<file path="config.mk">
export PLATFORM = sky130hd
export DESIGN_NAME = bounded_linked_list_engine_top
export DESIGN_NICKNAME = d
export VERILOG_FILES = /design/src/bll_pkg.sv /design/src/bounded_linked_list_engine_top.sv
export SDC_FILE = /design/constraint.sdc
export NUM_CORES = 2
export LEC_CHECK = 0
export BUFFER_PORTS_ARGS = -buffer_cell sky130_fd_sc_hd__buf_2
export CORE_MARGIN = 8
export CORE_UTILIZATION = 34
export CTS_BUF_LIST = sky130_fd_sc_hd__clkbuf_4 sky130_fd_sc_hd__clkbuf_8 sky130_fd_sc_hd__clkbuf_16
export CTS_CLUSTER_DIAMETER = 50
export DETAILED_ROUTE_END_ITERATION = 10
export PLACE_DENSITY = 0.53
export SKIP_LAST_GASP = 1
export SLEW_MARGIN = 20
export SYNTH_ARGS = -nofsm -noshare
export SYNTH_HDL_FRONTEND = slang
export SYNTH_SLANG_ARGS = --single-unit
</file>
<file path="constraint.sdc">
create_clock -name clk_i -period 7.2 [get_ports clk_i]
set_input_delay 0.72 -clock clk_i [delete_from_list [all_inputs] [get_ports clk_i]]
set_output_delay 0.72 -clock clk_i [all_outputs]
set_load 0.02 [all_outputs]
</file>
<file path="src/bll_pkg.sv">
`timescale 1ns / 1ps

package bll_pkg;

  // store geometry
  localparam int CAPACITY = 64;
  localparam int IDX_W    = 6;
  localparam int CNT_W    = 7;
  localparam int VAL_W    = 32;
  localparam int POS_W    = 8;

  // command codes
  localparam logic [1:0] CMD_PUSH_FRONT = 2'd0;
  localparam logic [1:0] CMD_PUSH_BACK  = 2'd1;
  localparam logic [1:0] CMD_REMOVE     = 2'd2;
  localparam logic [1:0] CMD_DUMP       = 2'd3;

  // result status codes
  localparam logic [1:0] ST_OK      = 2'd0;
  localparam logic [1:0] ST_FULL    = 2'd1;
  localparam logic [1:0] ST_BAD_POS = 2'd2;
  localparam logic [1:0] ST_EMPTY   = 2'd3;

endpackage

</file>
<file path="src/bounded_linked_list_engine_top.sv">
`timescale 1ns / 1ps

// channel   direction  signals                                        handshake
// command   in         command_i, value_i, position_i                 start_i high, busy_o low
// result    out        item_value_o, list_count_o, status_o, last_o   valid_o strobe, one cycle
//
// every result appears in the cycle after the one that produced it, for one cycle only.
// push front, push back onto an empty list, a rejected command and an empty dump keep
// busy_o low; any other push back goes busy in S_PB_LINK to link the old tail.
// remove at position p stays busy while it walks to it: one link memory read per hop.
// dump of n entries gives one value per cycle from the memory read port, busy until the last.
// reset clears head, tail, count and the free map at once; the memories need no clearing.
// the receiver cannot stall; a new command may be accepted while a result is on the ports.

module bounded_linked_list_engine_top (
  input  logic                               clk_i,
  input  logic                               rst_ni,
  input  logic                               start_i,
  output logic                               busy_o,
  input  logic [1:0]                         command_i,
  input  logic signed [bll_pkg::VAL_W-1:0]   value_i,
  input  logic [bll_pkg::POS_W-1:0]          position_i,
  output logic                               valid_o,
  output logic signed [bll_pkg::VAL_W-1:0]   item_value_o,
  output logic [bll_pkg::CNT_W-1:0]          list_count_o,
  output logic [1:0]                         status_o,
  output logic                               last_o
);

  localparam logic [2:0] S_IDLE      = 3'd0;
  localparam logic [2:0] S_PB_LINK   = 3'd1;
  localparam logic [2:0] S_RM_HEAD   = 3'd2;
  localparam logic [2:0] S_RM_WALK   = 3'd3;
  localparam logic [2:0] S_RM_UNLINK = 3'd4;
  localparam logic [2:0] S_DUMP      = 3'd5;

  localparam logic [bll_pkg::CNT_W-1:0] CAP_CNT = bll_pkg::CNT_W'(bll_pkg::CAPACITY);
  localparam logic [bll_pkg::CNT_W-1:0] ONE_CNT = bll_pkg::CNT_W'(1);

  // memories
  logic signed [bll_pkg::VAL_W-1:0] value_mem [bll_pkg::CAPACITY];
  logic [bll_pkg::IDX_W-1:0]        link_mem  [bll_pkg::CAPACITY];

  logic signed [bll_pkg::VAL_W-1:0] value_rdata_q;
  logic [bll_pkg::IDX_W-1:0]        link_rdata_q;
  logic [bll_pkg::IDX_W-1:0]        rd_addr;
  logic                             value_we;
  logic [bll_pkg::IDX_W-1:0]        value_waddr;
  logic                             link_we;
  logic [bll_pkg::IDX_W-1:0]        link_waddr;
  logic [bll_pkg::IDX_W-1:0]        link_wdata;

  // control and list registers
  logic [2:0]                       state_q, state_d;
  logic [bll_pkg::IDX_W-1:0]        head_q, head_d;
  logic [bll_pkg::IDX_W-1:0]        tail_q, tail_d;
  logic [bll_pkg::CNT_W-1:0]        count_q, count_d;
  logic [bll_pkg::CAPACITY-1:0]     free_map_q, free_map_d;
  logic [bll_pkg::IDX_W-1:0]        cur_q, cur_d;
  logic [bll_pkg::IDX_W-1:0]        prev_q, prev_d;
  logic [bll_pkg::IDX_W-1:0]        victim_q, victim_d;
  logic [bll_pkg::IDX_W-1:0]        hops_q, hops_d;
  logic [bll_pkg::CNT_W-1:0]        left_q, left_d;
  logic                             rm_tail_q, rm_tail_d;

  // result registers
  logic                             valid_q, valid_d;
  logic signed [bll_pkg::VAL_W-1:0] res_value_q, res_value_d;
  logic [bll_pkg::CNT_W-1:0]        res_count_q, res_count_d;
  logic [1:0]                       res_status_q, res_status_d;
  logic                             res_last_q, res_last_d;

  logic                             accept;
  logic [bll_pkg::IDX_W-1:0]        free_idx;
  logic                             pos_bad;

  assign accept  = start_i && (state_q == S_IDLE);
  assign busy_o  = (state_q != S_IDLE);
  assign pos_bad = (position_i == '0) || (position_i > {1'b0, count_q});

  // lowest free entry
  always_comb begin
    free_idx = '0;
    for (int i = bll_pkg::CAPACITY - 1; i >= 0; i--) begin
      if (free_map_q[i]) begin
        free_idx = bll_pkg::IDX_W'(i);
      end
    end
  end

  // command sequencer
  always_comb begin
    state_d      = state_q;
    head_d       = head_q;
    tail_d       = tail_q;
    count_d      = count_q;
    free_map_d   = free_map_q;
    cur_d        = cur_q;
    prev_d       = prev_q;
    victim_d     = victim_q;
    hops_d       = hops_q;
    left_d       = left_q;
    rm_tail_d    = rm_tail_q;
    valid_d      = 1'b0;
    res_value_d  = '0;
    res_count_d  = count_q;
    res_status_d = bll_pkg::ST_OK;
    res_last_d   = 1'b1;
    rd_addr      = head_q;
    value_we     = 1'b0;
    value_waddr  = free_idx;
    link_we      = 1'b0;
    link_waddr   = free_idx;
    link_wdata   = '0;

    case (state_q)
      S_IDLE: begin
        if (accept) begin
          case (command_i)
            bll_pkg::CMD_PUSH_FRONT, bll_pkg::CMD_PUSH_BACK: begin
              valid_d = 1'b1;
              if (count_q == CAP_CNT) begin
                res_status_d = bll_pkg::ST_FULL;
              end else begin
                value_we                 = 1'b1;
                link_we                  = 1'b1;
                free_map_d[free_idx]     = 1'b0;
                count_d                  = count_q + ONE_CNT;
                res_count_d              = count_q + ONE_CNT;
                if (command_i == bll_pkg::CMD_PUSH_FRONT) begin
                  link_wdata = head_q;
                  head_d     = free_idx;
                  if (count_q == '0) begin
                    tail_d = free_idx;
                  end
                end else begin
                  tail_d = free_idx;
                  if (count_q == '0) begin
                    head_d = free_idx;
                  end else begin
                    // old tail gets its link in the next cycle
                    prev_d  = tail_q;
                    cur_d   = free_idx;
                    state_d = S_PB_LINK;
                  end
                end
              end
            end
            bll_pkg::CMD_REMOVE: begin
              if (pos_bad) begin
                valid_d      = 1'b1;
                res_status_d = bll_pkg::ST_BAD_POS;
              end else if (position_i == 8'd1) begin
                state_d = S_RM_HEAD;
              end else begin
                cur_d     = head_q;
                hops_d    = position_i[bll_pkg::IDX_W-1:0] - bll_pkg::IDX_W'(2);
                rm_tail_d = (position_i == {1'b0, count_q});
                state_d   = S_RM_WALK;
              end
            end
            default: begin
              if (count_q == '0) begin
                valid_d      = 1'b1;
                res_status_d = bll_pkg::ST_EMPTY;
              end else begin
                left_d  = count_q;
                state_d = S_DUMP;
              end
            end
          endcase
        end
      end

      S_PB_LINK: begin
        link_we    = 1'b1;
        link_waddr = prev_q;
        link_wdata = cur_q;
        state_d    = S_IDLE;
      end

      S_RM_HEAD: begin
        free_map_d[head_q] = 1'b1;
        count_d            = count_q - ONE_CNT;
        res_count_d        = count_q - ONE_CNT;
        valid_d            = 1'b1;
        if (count_q == ONE_CNT) begin
          head_d = '0;
          tail_d = '0;
        end else begin
          head_d = link_rdata_q;
        end
        state_d = S_IDLE;
      end

      S_RM_WALK: begin
        // link_rdata_q holds the link of cur_q
        if (hops_q == '0) begin
          prev_d   = cur_q;
          victim_d = link_rdata_q;
          rd_addr  = link_rdata_q;
          state_d  = S_RM_UNLINK;
        end else begin
          cur_d   = link_rdata_q;
          rd_addr = link_rdata_q;
          hops_d  = hops_q - bll_pkg::IDX_W'(1);
        end
      end

      S_RM_UNLINK: begin
        // splice the victim out
        link_we              = 1'b1;
        link_waddr           = prev_q;
        link_wdata           = link_rdata_q;
        free_map_d[victim_q] = 1'b1;
        count_d              = count_q - ONE_CNT;
        res_count_d          = count_q - ONE_CNT;
        valid_d              = 1'b1;
        if (rm_tail_q) begin
          tail_d = prev_q;
        end
        state_d = S_IDLE;
      end

      S_DUMP: begin
        valid_d     = 1'b1;
        res_value_d = value_rdata_q;
        res_last_d  = (left_q == ONE_CNT);
        rd_addr     = link_rdata_q;
        left_d      = left_q - ONE_CNT;
        if (left_q == ONE_CNT) begin
          state_d = S_IDLE;
        end
      end

      default: begin
        state_d = S_IDLE;
      end
    endcase
  end

  // value and link memories, registered read
  always_ff @(posedge clk_i) begin
    if (value_we) begin
      value_mem[value_waddr] <= value_i;
    end
    value_rdata_q <= value_mem[rd_addr];
  end

  always_ff @(posedge clk_i) begin
    if (link_we) begin
      link_mem[link_waddr] <= link_wdata;
    end
    link_rdata_q <= link_mem[rd_addr];
  end

  // control state
  always_ff @(posedge clk_i or negedge rst_ni) begin
    if (!rst_ni) begin
      state_q    <= S_IDLE;
      head_q     <= '0;
      tail_q     <= '0;
      count_q    <= '0;
      free_map_q <= '1;
      valid_q    <= 1'b0;
    end else begin
      state_q    <= state_d;
      head_q     <= head_d;
      tail_q     <= tail_d;
      count_q    <= count_d;
      free_map_q <= free_map_d;
      valid_q    <= valid_d;
    end
  end

  // walk and result payload
  always_ff @(posedge clk_i) begin
    cur_q        <= cur_d;
    prev_q       <= prev_d;
    victim_q     <= victim_d;
    hops_q       <= hops_d;
    left_q       <= left_d;
    rm_tail_q    <= rm_tail_d;
    res_value_q  <= res_value_d;
    res_count_q  <= res_count_d;
    res_status_q <= res_status_d;
    res_last_q   <= res_last_d;
  end

  assign valid_o      = valid_q;
  assign item_value_o = res_value_q;
  assign list_count_o = res_count_q;
  assign status_o     = res_status_q;
  assign last_o       = res_last_q;

`ifndef ASSERT_OFF
  // free entries and list entries always account for the whole store
  a_free_count: assert property (@(posedge clk_i) disable iff (!rst_ni)
    $countones(free_map_q) == (bll_pkg::CAPACITY - int'(count_q)))
    else $error("free map disagrees with entry count");

  // count stays within capacity
  a_count_cap: assert property (@(posedge clk_i) disable iff (!rst_ni)
    count_q <= CAP_CNT)
    else $error("entry count above capacity");

  // dump walk only runs on a non-empty list with entries left
  a_dump_nonempty: assert property (@(posedge clk_i) disable iff (!rst_ni)
    (state_q == S_DUMP) |-> (count_q != '0) && (left_q != '0) && (left_q <= count_q))
    else $error("dump walk on empty list");

  // intermediate dump results carry ok status
  a_mid_status: assert property (@(posedge clk_i) disable iff (!rst_ni)
    (valid_o && !last_o) |-> (status_o == bll_pkg::ST_OK))
    else $error("non-final result with error status");

  // a rejected push reports the count unchanged, at capacity
  a_full_hold: assert property (@(posedge clk_i) disable iff (!rst_ni)
    (valid_o && status_o == bll_pkg::ST_FULL) |-> (list_count_o == CAP_CNT))
    else $error("full status below capacity");
`endif

endmodule

</file>
---- Word level (Yosys, flattened, before mapping) ----
Memories as Yosys holds them, arrays and structs flattened. A register that Yosys moved wholly into a read port is not among the register bits.
Index checks and enable logic that the tools add are counted.
word-level totals
  RAM bits ................................ 2432
  output and inout bits ................... 44
  register bits after elaboration ......... 161
  memories kept ........................... 2
memories
  name       words  width  read ports  clocked after memory_dff  wr ports  line                                  source
  value_mem  64     32     1           1                         1         bounded_linked_list_engine_top.sv:41  logic signed [bll_pkg::VAL_W-1:0] value_mem [bll_pkg::CAPACITY];
  link_mem   64     6      1           1                         1         bounded_linked_list_engine_top.sv:42  logic [bll_pkg::IDX_W-1:0] link_mem [bll_pkg::CAPACITY];
cells by class
  muxes and demuxes ....................... 154
  add/subtract/negate cells ............... 5
  reduce and logical (&&, ||, !) cells .... 32
  equality and inequality tests ........... 35
  $lt $le $gt $ge ......................... 7
  bitwise operators ....................... 6
operators with widths
  kind                   count
  $mux W6                100
  $mux W64               3
  $pmux W64 S3           1
  $or A64 B64 Y64        2
  $and A64 B64 Y64       1
  $not A64 Y64           1
  $pmux W6 S2            5
  $mux W7                6
  $pmux W6 S3            2
  $pmux W7 S2            2
  $mux W3                8
  $ne A2 B2 Y1 const B   12
  $lt A6 B7 Y1 const B   3
  $demux W1 S6           3
  $ge A6 B1 Y1 const B   3
  $mux W1                16
  $ne A3 B3 Y1 const B   5
  $eq A7 B1 Y1 const B   2
  $reduce_and A7 Y1      2
  $sub A7 B1 Y7 const B  2
  $reduce_and A5 Y1      2
  $pmux W3 S3            1
  $reduce_and A9 Y1      1
  $eq A8 B1 Y1 const B   1
  34 further kinds       55

---- Logic depth before layout (Yosys ltp) ----
  depth in word-level cells ............... 74
  depth in mapped cells ................... 14
  depth with buffers taken out ............ 10

---- Least setup slack after synthesis ----
No wires, ideal clock.
  path type ............................... reg-to-reg
  start ................................... register free_map_q[52] in the netlist's numbering
  end ..................................... memory value_mem[1][0] in the netlist's numbering, enable pin
  setup slack ............................. 1.562 ns
  data required time ...................... 6.695 ns
  stages on the path, launching flop included .. 8
  arrival ................................. 5.133 ns
  clock period less this slack ............ 5.638 ns
  path buffers ............................ 0
  path through ............................ dfstp_2 or3_1 a221o_1 a21oi_1 o221ai_1 a221oi_4 nor2_1 nor4_1
between the ends
  word-level cells in the longest chain between the ends .. 53
RTL lines
  item                    line                                   source
  start, declared         bounded_linked_list_engine_top.sv:58   logic [bll_pkg::CAPACITY-1:0] free_map_q, free_map_d;
  start signal, assigned  bounded_linked_list_engine_top.sv:271  free_map_q <= free_map_d;
  $mux W6 (53 in a row)   bounded_linked_list_engine_top.sv:85   if (free_map_q[i]) begin
  end, declared           bounded_linked_list_engine_top.sv:41
No other way between the ends.

---- Worst setup path in the final report ----
  start ................................... register state_q[2]
  end ..................................... register value_rdata_q[20] in the netlist's numbering, read port of value_mem
between the ends
  word-level cells in the longest chain between the ends .. 3
  elaborated cells between the ends (all ways) .. 4
  classes of those cells .................. eq/ne: 2; mux: 1; reduce/logical: 1
RTL lines
  item                                          line                                   source
  start, declared                               bounded_linked_list_engine_top.sv:54   logic [2:0] state_q, state_d;
  start signal, assigned                        bounded_linked_list_engine_top.sv:267  state_q <= state_d;
  $eq A3 B3 Y1 or $eq A3 B2 Y1 (tied branches)  bounded_linked_list_engine_top.sv:116  case (state_q)
  $reduce_or A2 Y1 (no line) *                  n/a
  $mux W6 *                                     n/a
  end, declared                                 bounded_linked_list_engine_top.sv:44   logic signed [bll_pkg::VAL_W-1:0] value_rdata_q;
Mark *: on every way between the ends. The rest lies on a longest branch, timed or not.
A chain may end at the register's enable or synchronous reset.

==> results.toml <==
[yosys]
ys_warn_count = 0
ys_async_sr_fraction_pct = 3.31
synth_area_leaders = "edfxtp_1 (70%), a311oi_1 (5.0%), nand2_1 (4.7%)"
synth.top_cells.by_count = "edfxtp_1 (2464), nand2_1 (1313), and3_1 (618)"
postSynthCellCount = 7470
synth_edf_count = 2464
seq_area_frac_synth_pct = 73.8
synthDominantCellAreaShare_pct = 70.1
syn_area_um2 = 106000
ys_seq_elements = 2631
synth.largest_area_cell = "edfxtp_1"
yosysMostFrequentCell = "edfxtp_1"
synth_cell_types = 77
ys_dominant_reg_cell = "edfxtp_1"
synth.avg_cell_area_um2 = 14.1
synth.net_count = 7531

[placement]
post-dp-hpwl_um = 184000
numPortBuffers = 88
gp_congestion = 0.881
dpl.cell_count = 11279
dpl_cell_area_um2 = 111000

[worst_hold_path]
worstHoldStart = "position_i[0]"
hold_end = "hops_q[0]$_DFFE_PP_"
worstHoldPathCells = 3
hp-class = "input pin to register"

[die]
row_count = 204
core_area_um2 = 309000
die_w_um = 573
die_h_um = 573
io_pins = 89
start_util_pct = 34.2
die-area_um2 = 328000

[final_layout]
nNetsFinal = 7527
layout.cells.non_filler = 11818
finish.instance_area_um2 = 121000
layout-area-overhead-vs-synth_pct = 14.9
fillers = 28401
drive_gt1_share_pct = 12.9

[clock_tree]
ctsResizeCount = 0
root_buffer = "clkbuf_16"
clockBufferDepth = 4
clk_pin_slew_worst_paths_ns = 0.06
clock_latency_ns = 0.90
cts-htree-levels = 5
cts_buffers = 303
cts_tree = "yes"
cts_sinks = 2631
postCtsSetupBuffers = 0

[status]
status = "finished, final reports clean"

[global_route]
grt_pass1_vias = 66024
overflow = 0
grt_max_degree = 175
antenna_found_initial = 26
track_usage_pct = 19.7
grt_pass1_wl_um = 486000

[drt]
drt_first_pass_iters = 8
ant_nets = 0
drc = 0
wl_per_cell_um = 28.7
drt-total-wl_um = 339000
drt_iter0_markers = 8268
viasPerCell = 5.82
route.vias.total = 68793

[power_and_ir_drop]
power_leakage_uw = 0.0396
power_density_nw_per_um2 = 402
peakVddDrop_uv = 472
p_total_uw = 48700

[critical_path]
slowest_stage = "nor4_1"
slowest_delay_ns = 1.02
worstReg2RegEnd = "value_rdata_q[20]$_DFF_P_"
end_kind = "register"
ff2ff_path_depth = 10
crit_chain = "nand3b_4, nand2_4, mux2i_1, nand2b_4, buf_4, buf_4, buf_4, a311oi_1, nor4_1, o221ai_1"
reg2reg_setup_slack_ns = 1.76
path_max_fanout = 41
setup.worst_path.class = "register to register"
r2r_start = "state_q[2]$_DFFE_PN0P_"
cp-start-kind = "register"
cpMostUsedCell = "buf_4"
cp.arrival_ns = 6.09
required_ns = 7.85

[sta]
rsz0062_at_grt = "no"
setup_tns_ns = 0
finalHoldViolCount = 0
fin_skew_ns = 0.0936
fin_crit_ns = 5.44
setup_viol = 0
relSlewSlack_pct = 17.6
fmaxAchievable_mhz = 184
drv_slew = 0
fin_crit_sh_pct = 75.6
tightest_slew_ns = 1.22

[job]
maxCapViolCount = 0
==> final cells by class <==
cell class                      instances  area, µm²  share of cell area [%]
Clock buffer                          391       8480                    6.99
Timing Repair Buffer                  306       2540                    2.09
Clock inverter                        143       1380                    1.14
Antenna cell                            3       7.51                 0.00619
Multi-Input combinational cell       4186      25700                    21.2
Sequential cell                      2631      77800                    64.2
Tap cell                             4120       5150                    4.25
Inverter                               38        143                   0.118
==> worst max-delay path: cells and delay by family, from the launching register on <==
kind            cells  cell delay (ns)
simple gates        4             2.48
buf+inv             3             1.09
flops               1             0.64
mux                 1             0.56
compound gates      2             0.35
==> kinds of logic (layout without fill, tap and decap cells) <==
group / Yosys count / in the layout / synth area share, %
AO/OA/AOI/OAI: 1617 / 1617 / 11.9
flip-flops: 2631 / 2631 / 73.8
buffers and inverters: 653 / 878 / 2.48
other: 0 / 3 / 0
XOR/XNOR: 15 / 15 / 0.124
multiplexers: 14 / 14 / 0.151
adder cells (fa/ha/maj): 16 / 16 / 0.190
AND/OR/NAND/NOR: 2524 / 2524 / 11.4
==> state kept, by name, indices dropped and copies added, names as in the netlist, 2 cells and up <==
signal and cells:
count_q 7, head_q 6, value_mem 2048, state_q 3
value_rdata_q 32, cur_q 6, list_count_o 7, link_rdata_q 6
free_map_q 64, victim_q 6, left_q 7, prev_q 6
status_o 2, hops_q 6, item_value_o 32, tail_q 6
link_mem 384
==> repair_timing <==
action,in CTS,in global routing
setup endpoints to repair,0,0
hold endpoints to repair,19,0
hold buffers,1,0
==> through the flow <==
step | setup slack, ns | util, % | hold WS [ns]
floorplan | 1.56 | - | 0.406
global placement | 1.28 | 36.0 | 0.429
detailed placement | 1.90 | 36.1 | 0.418
CTS | 1.87 | 39.3 | 0.222
global route | 1.66 | 39.3 | 0.249
finish | 1.76 | 39.3 | 0.272
==> how the worst max path moves through the flow <==
| stage | startpoint | end | slack, ns | cells after the start |
|---|---|---|---|---|
| 2_1_floorplan | free_map_q[52]$_DFFE_PN1P_ | value_mem[1][0]$_DFFE_PP_ | 1.56 | 7 |
| 3_3_place_gp | state_q[2]$_DFFE_PN0P_ | value_rdata_q[3]$_DFF_P_ | 1.28 | 10 |
| 3_5_place_dp | state_q[2]$_DFFE_PN0P_ | value_rdata_q[20]$_DFF_P_ | 1.90 | 10 |
| 4_1_cts | state_q[2]$_DFFE_PN0P_ | value_rdata_q[20]$_DFF_P_ | 1.87 | 10 |
| 5_1_grt | state_q[2]$_DFFE_PN0P_ | value_rdata_q[20]$_DFF_P_ | 1.66 | 11 |
| 6_report | state_q[2]$_DFFE_PN0P_ | value_rdata_q[20]$_DFF_P_ | 1.76 | 10 |
==> layout by cell type (no fill, tap or decap), drive strengths merged, types with 47 or more instances in the layout <==
cell type  netlist  layout
a211oi         610     610
a21oi          128     128
a311oi         608     608
and3           618     618
buf            160     305
clkbuf         455     391
clkinv           0      87
dfstp           64      64
dfxtp           80      80
edfxtp        2464    2464
inv             38      64
nand2         1315    1315
nor2           213     213
nor3            55      55
nor4           102     102
o21ai           47      47
o22ai           65      65
or4             82      82
==> routing by layer <==
layer  up-vias  share of wire [%]  track usage [%]
li1      29549                  -                -
met1     35483                 42             27.8
met2      3207                 47             31.8
met5         -              0.020                0
met4        10                2.4             4.70
met3       544                8.2             3.24
==> power by group <==
group | switching [µW] | internal, µW
sequential | 396 | 17400
combinational | 11400 | 4260
clock | 6270 | 8990
total | 18000 | 30700
Power figures use the tool's default switching activity.
